<file path="config.mk">
export PLATFORM = sky130hd
export DESIGN_NAME = stable_priority_queue_unit
export DESIGN_NICKNAME = d
export VERILOG_FILES = /design/src/design/spq_pkg.sv /design/src/design/spq_cell.sv /design/src/design/stable_priority_queue_unit.sv
export VERILOG_INCLUDE_DIRS = /design/src /design/src/design
export SDC_FILE = /design/constraint.sdc
export NUM_CORES = 1
export LEC_CHECK = 0
export BUFFER_PORTS_ARGS = -buffer_cell sky130_fd_sc_hd__buf_2
export CORE_ASPECT_RATIO = 0.6
export CORE_UTILIZATION = 60
export DETAILED_ROUTE_END_ITERATION = 10
export PLACE_DENSITY = 0.77
export SYNTH_ARGS = -nofsm -noshare
export SYNTH_HDL_FRONTEND = slang
export SYNTH_SLANG_ARGS = --single-unit
</file>
<file path="constraint.sdc">
create_clock -name clk -period 4.7 [get_ports clk]
set_input_delay 0.235 -clock clk [delete_from_list [all_inputs] [get_ports clk]]
set_output_delay 0.235 -clock clk [all_outputs]
set_load 0.02 [all_outputs]
</file>
<file path="src/design/stable_priority_queue_unit_assert.svh">
// Assertion macros for the queue RTL.
// Define NO_ASSERTIONS to compile the design without any checks.
`ifndef STABLE_PRIORITY_QUEUE_UNIT_ASSERT_SVH
`define STABLE_PRIORITY_QUEUE_UNIT_ASSERT_SVH

`ifndef NO_ASSERTIONS

// Checked on every rising edge outside of reset.
`define SPQ_ASSERT(label, prop, msg) \
    label: assert property (@(posedge clk) disable iff (!rst_n) prop) else $error(msg);

// Checked on every rising edge, reset included.
`define SPQ_ASSERT_ALWAYS(label, prop, msg) \
    label: assert property (@(posedge clk) prop) else $error(msg);

`else

`define SPQ_ASSERT(label, prop, msg)
`define SPQ_ASSERT_ALWAYS(label, prop, msg)

`endif

`endif

</file>
<file path="src/design/spq_pkg.sv">
package spq_pkg;

    // Number of queue cells and the width of the fill count.
    localparam int DEPTH = 16;
    localparam int CNT_W = $clog2(DEPTH + 1);

    // Request commands.
    localparam logic CMD_PUSH = 1'b0;
    localparam logic CMD_POP  = 1'b1;

    // Response status codes.
    localparam logic [1:0] ST_PUSHED = 2'd0;
    localparam logic [1:0] ST_POPPED = 2'd1;
    localparam logic [1:0] ST_EMPTY  = 2'd2;
    localparam logic [1:0] ST_FULL   = 2'd3;

    typedef struct packed {
        logic        command;
        logic [7:0]  priority_req;
        logic [15:0] message_handle;
    } spq_req_t;

    typedef struct packed {
        logic [1:0]  status;
        logic [15:0] popped_handle;
        logic [7:0]  popped_priority;
        logic [4:0]  occupancy;
    } spq_rsp_t;

    // One stored entry.
    typedef struct packed {
        logic [7:0]  prio;
        logic [15:0] handle;
    } spq_entry_t;

    // Per-cell control from the queue controller.
    typedef struct packed {
        logic push_en;
        logic pop_en;
        logic occupied;
        logic ins_left;
    } spq_cell_ctl_t;

endpackage

</file>
<file path="src/design/spq_cell.sv">
module spq_cell
(
    input  logic                  clk,
    input  spq_pkg::spq_cell_ctl_t ctl,
    input  spq_pkg::spq_entry_t    new_entry,
    input  spq_pkg::spq_entry_t    left_entry,
    input  spq_pkg::spq_entry_t    right_entry,
    output spq_pkg::spq_entry_t    entry,
    output logic                  ins
);
    import spq_pkg::*;

    spq_entry_t entry_reg;
    spq_entry_t entry_next;

    // The new entry belongs at or before this cell when the cell is free or
    // holds a strictly lower priority, which keeps equal priorities in order.
    assign ins = !ctl.occupied || (entry_reg.prio < new_entry.prio);

    // A pop shifts toward the head; a push shifts behind the insertion point.
    always_comb
    begin
        entry_next = entry_reg;
        if (ctl.pop_en)
        begin
            entry_next = right_entry;
        end
        else if (ctl.push_en)
        begin
            if (ctl.ins_left)
            begin
                entry_next = left_entry;
            end
            else if (ins)
            begin
                entry_next = new_entry;
            end
        end
    end

    always_ff @(posedge clk)
    begin
        entry_reg <= entry_next;
    end

    assign entry = entry_reg;

endmodule

</file>
<file path="src/design/stable_priority_queue_unit.sv">
// Stable priority queue of spq_pkg::DEPTH entries held in a row of cells.
// Request channel (req, req_valid, req_stall): a push stores message_handle
// with priority_req behind every stored entry of greater or equal priority;
// a pop removes the head entry. Each request transfer yields one response.
// Response channel (rsp, rsp_valid, rsp_stall): status, the popped handle and
// priority (zero unless a pop succeeded) and the occupancy after the request.
// The response is valid in the cycle after the request transfer. Throughput
// is one request per cycle while rsp_stall is low; all cells compare against
// the new priority in parallel and shift in the same cycle, and the response
// register is the only stage.
// A push to a full queue returns the full status and changes nothing; a pop
// from an empty queue returns the empty status.
// Reset empties the queue and drops any pending response. While the receiver
// stalls, the response holds and req_stall is raised, so at most one
// response waits; a new request is taken in the cycle the response leaves.
module stable_priority_queue_unit
(
    input  logic             clk,
    input  logic             rst_n,
    input  spq_pkg::spq_req_t req,
    input  logic             req_valid,
    output logic             req_stall,
    output spq_pkg::spq_rsp_t rsp,
    output logic             rsp_valid,
    input  logic             rsp_stall
);
    import spq_pkg::*;

`include "stable_priority_queue_unit_assert.svh"

    logic [CNT_W-1:0] count_reg;
    logic [CNT_W-1:0] count_next;
    logic             rsp_valid_reg;
    logic             rsp_valid_next;
    spq_rsp_t         rsp_reg;
    spq_rsp_t         rsp_next;

    logic             accept;
    logic             full;
    logic             empty;
    logic             push_ok;
    logic             pop_ok;
    spq_entry_t       new_entry;

    spq_entry_t       cell_entry [DEPTH];
    spq_cell_ctl_t    cell_ctl   [DEPTH];
    logic [DEPTH-1:0] cell_ins;

    // Handshake: a waiting response blocks a new transfer only while stalled.
    assign req_stall = rsp_valid_reg && rsp_stall;
    assign accept    = req_valid && !req_stall;

    assign full    = (count_reg == CNT_W'(DEPTH));
    assign empty   = (count_reg == '0);
    assign push_ok = accept && (req.command == CMD_PUSH) && !full;
    assign pop_ok  = accept && (req.command == CMD_POP) && !empty;

    assign new_entry.prio   = req.priority_req;
    assign new_entry.handle = req.message_handle;

    // Row of cells; cell 0 is the head.
    for (genvar i = 0; i < DEPTH; i++)
    begin : g_cell
        assign cell_ctl[i].push_en  = push_ok;
        assign cell_ctl[i].pop_en   = pop_ok;
        assign cell_ctl[i].occupied = (CNT_W'(i) < count_reg);

        if (i == 0)
        begin : g_head
            assign cell_ctl[i].ins_left = 1'b0;
        end
        else
        begin : g_body
            assign cell_ctl[i].ins_left = cell_ins[i-1];
        end

        if (i == DEPTH - 1)
        begin : g_tail
            spq_cell u_cell
            (
                .clk         (clk),
                .ctl         (cell_ctl[i]),
                .new_entry   (new_entry),
                .left_entry  (cell_entry[(i == 0) ? 0 : i-1]),
                .right_entry (cell_entry[i]),
                .entry       (cell_entry[i]),
                .ins         (cell_ins[i])
            );
        end
        else
        begin : g_inner
            spq_cell u_cell
            (
                .clk         (clk),
                .ctl         (cell_ctl[i]),
                .new_entry   (new_entry),
                .left_entry  (cell_entry[(i == 0) ? 0 : i-1]),
                .right_entry (cell_entry[i+1]),
                .entry       (cell_entry[i]),
                .ins         (cell_ins[i])
            );
        end
    end

    // Fill count update.
    always_comb
    begin
        count_next = count_reg;
        if (push_ok)
        begin
            count_next = count_reg + 1'b1;
        end
        else if (pop_ok)
        begin
            count_next = count_reg - 1'b1;
        end
    end

    // Response contents for the request in transfer.
    always_comb
    begin
        rsp_next                 = rsp_reg;
        rsp_next.popped_handle   = '0;
        rsp_next.popped_priority = '0;
        rsp_next.occupancy       = 5'(count_next);
        if (req.command == CMD_PUSH)
        begin
            rsp_next.status = full ? ST_FULL : ST_PUSHED;
        end
        else if (empty)
        begin
            rsp_next.status = ST_EMPTY;
        end
        else
        begin
            rsp_next.status          = ST_POPPED;
            rsp_next.popped_handle   = cell_entry[0].handle;
            rsp_next.popped_priority = cell_entry[0].prio;
        end
    end

    // Response valid: set by a transfer, cleared once the receiver takes it.
    always_comb
    begin
        rsp_valid_next = rsp_valid_reg;
        if (accept)
        begin
            rsp_valid_next = 1'b1;
        end
        else if (!rsp_stall)
        begin
            rsp_valid_next = 1'b0;
        end
    end

    always_ff @(posedge clk or negedge rst_n)
    begin
        if (!rst_n)
        begin
            count_reg     <= '0;
            rsp_valid_reg <= 1'b0;
        end
        else
        begin
            count_reg     <= count_next;
            rsp_valid_reg <= rsp_valid_next;
        end
    end

    // Response payload loads only on a request transfer.
    always_ff @(posedge clk)
    begin
        if (accept)
        begin
            rsp_reg <= rsp_next;
        end
    end

    assign rsp       = rsp_reg;
    assign rsp_valid = rsp_valid_reg;

    `SPQ_ASSERT(a_count_bound, count_reg <= CNT_W'(DEPTH), "fill count above depth")
    `SPQ_ASSERT(a_push_count, push_ok |=> count_reg == $past(count_reg) + 1'b1, "push lost count")
    `SPQ_ASSERT(a_head_sorted, (count_reg >= CNT_W'(2)) |-> (cell_entry[0].prio >= cell_entry[1].prio), "head out of order")
    `SPQ_ASSERT(a_pop_head, pop_ok |=> rsp.popped_priority == $past(cell_entry[0].prio), "pop returned wrong entry")
    `SPQ_ASSERT(a_stall_held, req_stall |-> rsp_valid_reg, "stall without a waiting response")

endmodule

</file>
==> flow_summary.ini, run 1 <==
[power]
ir_drop_mv = 0.316
leakage_nw = 10.4
p_total_mw = 13.4
p_per_area_nw_per_um2 = 531

[logic_synthesis]
synthesis.area_um2 = 23300
synth_top_cell_by_area = edfxtp_1
ys_seq_area_share_pct = 54.2
synth_edf_count = 415
ys.flop_type = edfxtp_1
syn-num-nets = 2235
avgSynthCellArea_um2 = 11.1
synth_area_leaders = edfxtp_1 (54%), mux2i_1 (12%), a21oi_1 (6.7%), ha_1 (6.2%), nor2_1 (4.8%)
synthArstFlopShare_pct = 1.43
ys_seq_elements = 421
yosysWarningCount = 0
synth_cells = 2090
ys_types = 49
synth_top_area_share_pct = 53.6

[worst_setup_path]
rr_worst_depth = 9
endpoint = g_cell[12].g_inner.u_cell.entry[12]
cp_max_fo = 105
start_kind = flip-flop
end_kind = flip-flop
r2r_slack_ps = 1400
r2r-start = count_reg[1]
startpoint = count_reg[1]
r2r-end = g_cell[12].g_inner.u_cell.entry[12]
cp.arrival_ps = 3500
critPathKind = flip-flop to flip-flop
cp_data_required_time_ps = 4900

[status]
outcome = complete, no violations

[drt]
drc_errors = 0
vias = 16771
avgRoutedWirePerCell_um = 22.9
finalWirelength_um = 60500
firstDrtPassIters = 5
via_per_inst = 6.35
drt_iter0_drc = 2226
ant_nets = 0

[grt]
use_met1_pct = 51.0
grt_use_met2_pct = 38.4
grt_pass1_wl_um = 93100
grt_antenna_before_repair = 1
grt_max_degree = 106
grt_usage_pct = 30.4
grt_util_met3_pct = 7.33
grt-ovfl-total = 0
grt_pass1_vias = 15553
grt.busiest_layer = met1

[floorplanning]
die_height_um = 155
ios = 62
start_util_pct = 61.4
num_rows = 55
die_area_um2 = 39600
die_w_um = 256
coreArea_um2 = 37900

[clocking]
cts_buffer_depth = 3
htreeDepth = 2
postCtsSetupBuffers = 0
root_buffer = clkbuf_16
clkSinkCount = 421
cts_tree = built
cts_made_buffers = 41
path_clk_slew_ps = 60
clk_latency_ps = 550

[timing]
fin_setup_tns_ps = 0
finalClockSkew_ps = 13.3
min_period_over_period_pct = 70.2
setup_viol = 0
worst_pin_slew_ps = 1130
rsz0062_at_grt = no
slew_headroom_pct = 24.3
fin_crit_ps = 3300
hold_violations = 0
max_freq_ghz = 0.303
final_max_slew_viol_count = 0

[layout]
drive_gt1_share_pct = 10.4
syn2layout_area_growth_pct = 8.58
fin_util_pct = 66.6
final_area_um2 = 25300
largest_reg_flops = 360
layout.nets = 2242

[run]
drv_cap = 0

[hold_path]
hold_class = input pin to async pin

[placed_design]
place_area_um2 = 24000
place_congestion = 0.887
port_buffers = 61
hpwl_um = 42100
cells in the mapped netlist (6+ instances only):
cell type / number
nand2_1: 164
a31oi_1: 13
nor3_1: 6
inv_1: 11
o21ai_1: 33
buf_4: 14
o2111ai_1: 9
buf_2: 51
nand2b_1: 12
a21oi_1: 311
clkbuf_1: 65
mux2i_1: 280
a211o_1: 13
nor2_1: 296
dfrtp_1: 6
edfxtp_1: 415
and2_1: 29
mux2_2: 18
a21o_1: 16
nand3_1: 40
o21ai_0: 52
o211ai_1: 36
a221oi_1: 8
buf_6: 19
buf_1: 9
ha_1: 116
cell type report:
cell class	count	area (µm²)
Antenna cell	1	2.50
Fill cell	2885	12700
Multi-Input combinational cell	1497	9870
Timing Repair Buffer	124	848
Sequential cell	421	12600
Inverter	12	45.0
Tap cell	513	642
Clock inverter	21	125
Clock buffer	54	1120
cell families after synthesis:
family,count (synthesis),share of synthesized area [%]
AND/OR/NAND/NOR,569,10.1
AO/OA/AOI/OAI,510,12.4
flip-flops,421,54.2
multiplexers,298,12.9
buffers and inverters,172,3.98
adder cells (fa/ha/maj),116,6.24
XOR/XNOR,4,0.151
through the flow:
step                      setup WS, ps  hold WS (ps)  cells
after floorplan                    605         -60.6   2090
after global placement            1080          70.9   2564
after detailed placement           988          77.3   2564
after CTS                         1450          36.2   2642
after global routing              1260          75.9   2643
final                             1400          70.3   2643
worst max-delay path: stages (launching register included):
cell and delay [ps]:
dfrtp_1 570, inv_1 180, ha_1 250, nand2_1 90
o21a_1 110, buf_4 300, nand2_8 440, buf_4 430
o21ai_2 80, buf_4 380
where the power goes:
group | total (mW) | internal [mW] | switching, mW
Clock | 3.16 | 1.73 | 1.43
Combinational | 4.31 | 1.77 | 2.55
Sequential | 5.94 | 5.33 | 0.606
cell usage in the layout, fill, tap and decap left out, drive strengths merged, types with 8 or more instances in the layout:
master	instances
a21oi	311
nand2b	12
edfxtp	415
mux2	18
o2111ai	9
a211o	13
nand2	168
a221oi	8
o211ai	36
ha	116
a21o	16
nor2	297
inv	12
a31oi	13
buf	121
clkinv	19
o21ai	86
mux2i	280
and2	34
nand3	40
clkbuf	54
routing by layer:
layer	share of wire [%]	wire [µm]
met1	48	28700
met2	38	22800
met4	1.6	939
met3	13	7970
met5	0	0
worst min path at each step:
| stage | from | slack (ps) | endpoint | cells after the start |
|---|---|---|---|---|
| finish | rst_n | 70 | rsp_valid | 2 |
| global route | rst_n | 80 | rsp_valid | 2 |
| detailed placement | rst_n | 80 | count_reg[0] | 1 |
| global placement | rst_n | 70 | count_reg[0] | 1 |
| floorplan | rst_n | -60 | count_reg[0] | 0 |
| CTS | rst_n | 40 | rsp_valid | 2 |
repair_timing:
action,in CTS,in global routing
setup endpoints to repair,0,0
hold buffers,3,0
resized for setup,0,0
hold endpoints to repair,7,0
Note: power is estimated with default switching activity, not from simulation.
==> run 2, diff against run 1 <==
==> constraint.sdc (replaced) <==
create_clock -name clk -period 3.2 [get_ports clk]
set_input_delay 0.16 -clock clk [delete_from_list [all_inputs] [get_ports clk]]
set_output_delay 0.16 -clock clk [all_outputs]
set_load 0.02 [all_outputs]
==> run 2 against run 1 <==
Clock skew grew 3.7 ps. Register-to-register slack got worse by 900 ps. Highest routed layer unchanged. First-iteration DRC count down 1.4%. Core utilization rose by 1.7 points. Largest power group unchanged.
==> flow_summary.ini, run 2 (synthesis gave the netlist of run 1 again) <==
[drt]
drt_iter0_drc = 2195
avgRoutedWirePerCell_um = 22.7
firstDrtPassIters = 5
via_per_inst = 6.34
vias = 16980
finalWirelength_um = 60900
ant_nets = 0
drc_errors = 0

[grt]
grt_antenna_before_repair = 1
grt_max_degree = 90
grt_pass1_vias = 15895
grt_usage_pct = 30.7
grt_pass1_wl_um = 93900
grt-ovfl-total = 0

[worst_setup_path]
end_kind = flip-flop
cp_max_fo = 25
critPathKind = flip-flop to flip-flop
cp.arrival_ps = 2940
cp_data_required_time_ps = 3440
start_kind = flip-flop

[clocking]
cts_buffer_depth = 3
cts_made_buffers = 41
path_clk_slew_ps = 60
clk_latency_ps = 560
root_buffer = clkbuf_16
clkSinkCount = 421
cts_tree = built
htreeDepth = 2

[floorplanning]
ios = 62
die_w_um = 256
start_util_pct = 61.4
die_area_um2 = 39600
num_rows = 55
coreArea_um2 = 37900
die_height_um = 155

[power]
ir_drop_mv = 0.569
p_per_area_nw_per_um2 = 788
leakage_nw = 10.7
p_total_mw = 20.4

[timing]
hold_violations = 0
setup_viol = 0
finalClockSkew_ps = 17.0
fin_crit_ps = 2700
fin_setup_tns_ps = 0
setup_ws_ps = 502
final_max_slew_viol_count = 0
slew_headroom_pct = 46.3
worst_pin_slew_ps = 802
min_period_over_period_pct = 84.3
rsz0062_at_grt = no
max_freq_ghz = 0.371

[layout]
syn2layout_area_growth_pct = 11.4
layout.nets = 2278
final_common_cell = edfxtp_1
final_cell_mix = edfxtp_1 (415), a21oi_1 (311), nor2_1 (296)
fin_cells = 2678
drive_gt1_share_pct = 12.2
largest_reg_flops = 360

[hold_path]
hold_class = input pin to flip-flop

[run]
drv_cap = 0

[placed_design]
port_buffers = 61
place_congestion = 0.905
pre_cts_ws_ps = 142
hpwl_um = 42800
dp_cells = 2598

[status]
outcome = complete, no violations
run 2: layout make-up:
class | instances | area [µm²]
Sequential cell | 421 | 12600
Fill cell | 2803 | 12000
Multi-Input combinational cell | 1497 | 9880
Timing Repair Buffer | 160 | 1400
Clock buffer | 51 | 1110
Tap cell | 513 | 642
Clock inverter | 23 | 239
Inverter | 12 | 45.0
Antenna cell | 1 | 2.50
run 2: routing by layer:
metal | part of all wire, % | wire length (µm) | GRT usage (%) | vias up
met1 | 46 | 27800 | 49.4 | 8107
met3 | 14 | 8530 | 9.26 | 85
met4 | 1.7 | 1030 | 6.79 | 0
li1 | - | - | - | 7809
met2 | 39 | 23500 | 39.8 | 979
met5 | 0 | 0 | 0 | -
run 2: report_power, final:
| group | internal (mW) | switching, mW |
|---|---|---|
| Sequential | 7.83 | 0.807 |
| Clock | 2.86 | 2.13 |
| Combinational | 2.88 | 3.91 |
run 2: timing repair:
action                                  CTS  global route
endpoints found under the hold margin     8             0
resized for setup                         0             1
setup buffers                             0             0
endpoints found under the setup margin    0            24
hold buffers                              5             0
run 2: worst max-delay path, cell delays in order (launching register included):
cell and delay [ps]:
edfxtp_1 470, ha_1 340, a21o_1 160, a221oi_1 250, o21ai_1 160, o21ai_4 90
buf_4 400, nor2_1 110, o21ai_2 150, buf_4 250
run 2: stage by stage:
| stage | hold slack (ps) | area (µm²) | util, % |
|---|---|---|---|
| after global placement | -4.37 | 24500 | 64.7 |
| after global routing | 208 | 25900 | 68.4 |
| after floorplan | -136 | 23300 | - |
| final | 165 | 25900 | 68.4 |
| after detailed placement | -0.214 | 24500 | 64.7 |
| after CTS | 143 | 25900 | 68.4 |
run 2: path summary, 6_finish.rpt:
path,cells past startpoint,endpoint,from,slack (ps)
min in group asynchronous,3,rsp_valid,rst_n,560
setup / recovery,9,g_cell[10].g_inner.u_cell.entry[0],g_cell[10].g_inner.u_cell.entry[21],500
max in group asynchronous,3,count_reg[0],rst_n,2410
hold reg to reg,2,g_cell[14].g_inner.u_cell.entry[2],g_cell[15].g_tail.u_cell.entry[2],530
setup reg to reg,9,g_cell[10].g_inner.u_cell.entry[0],g_cell[10].g_inner.u_cell.entry[21],500
hold / removal,3,g_cell[15].g_tail.u_cell.entry[19],req[19],160
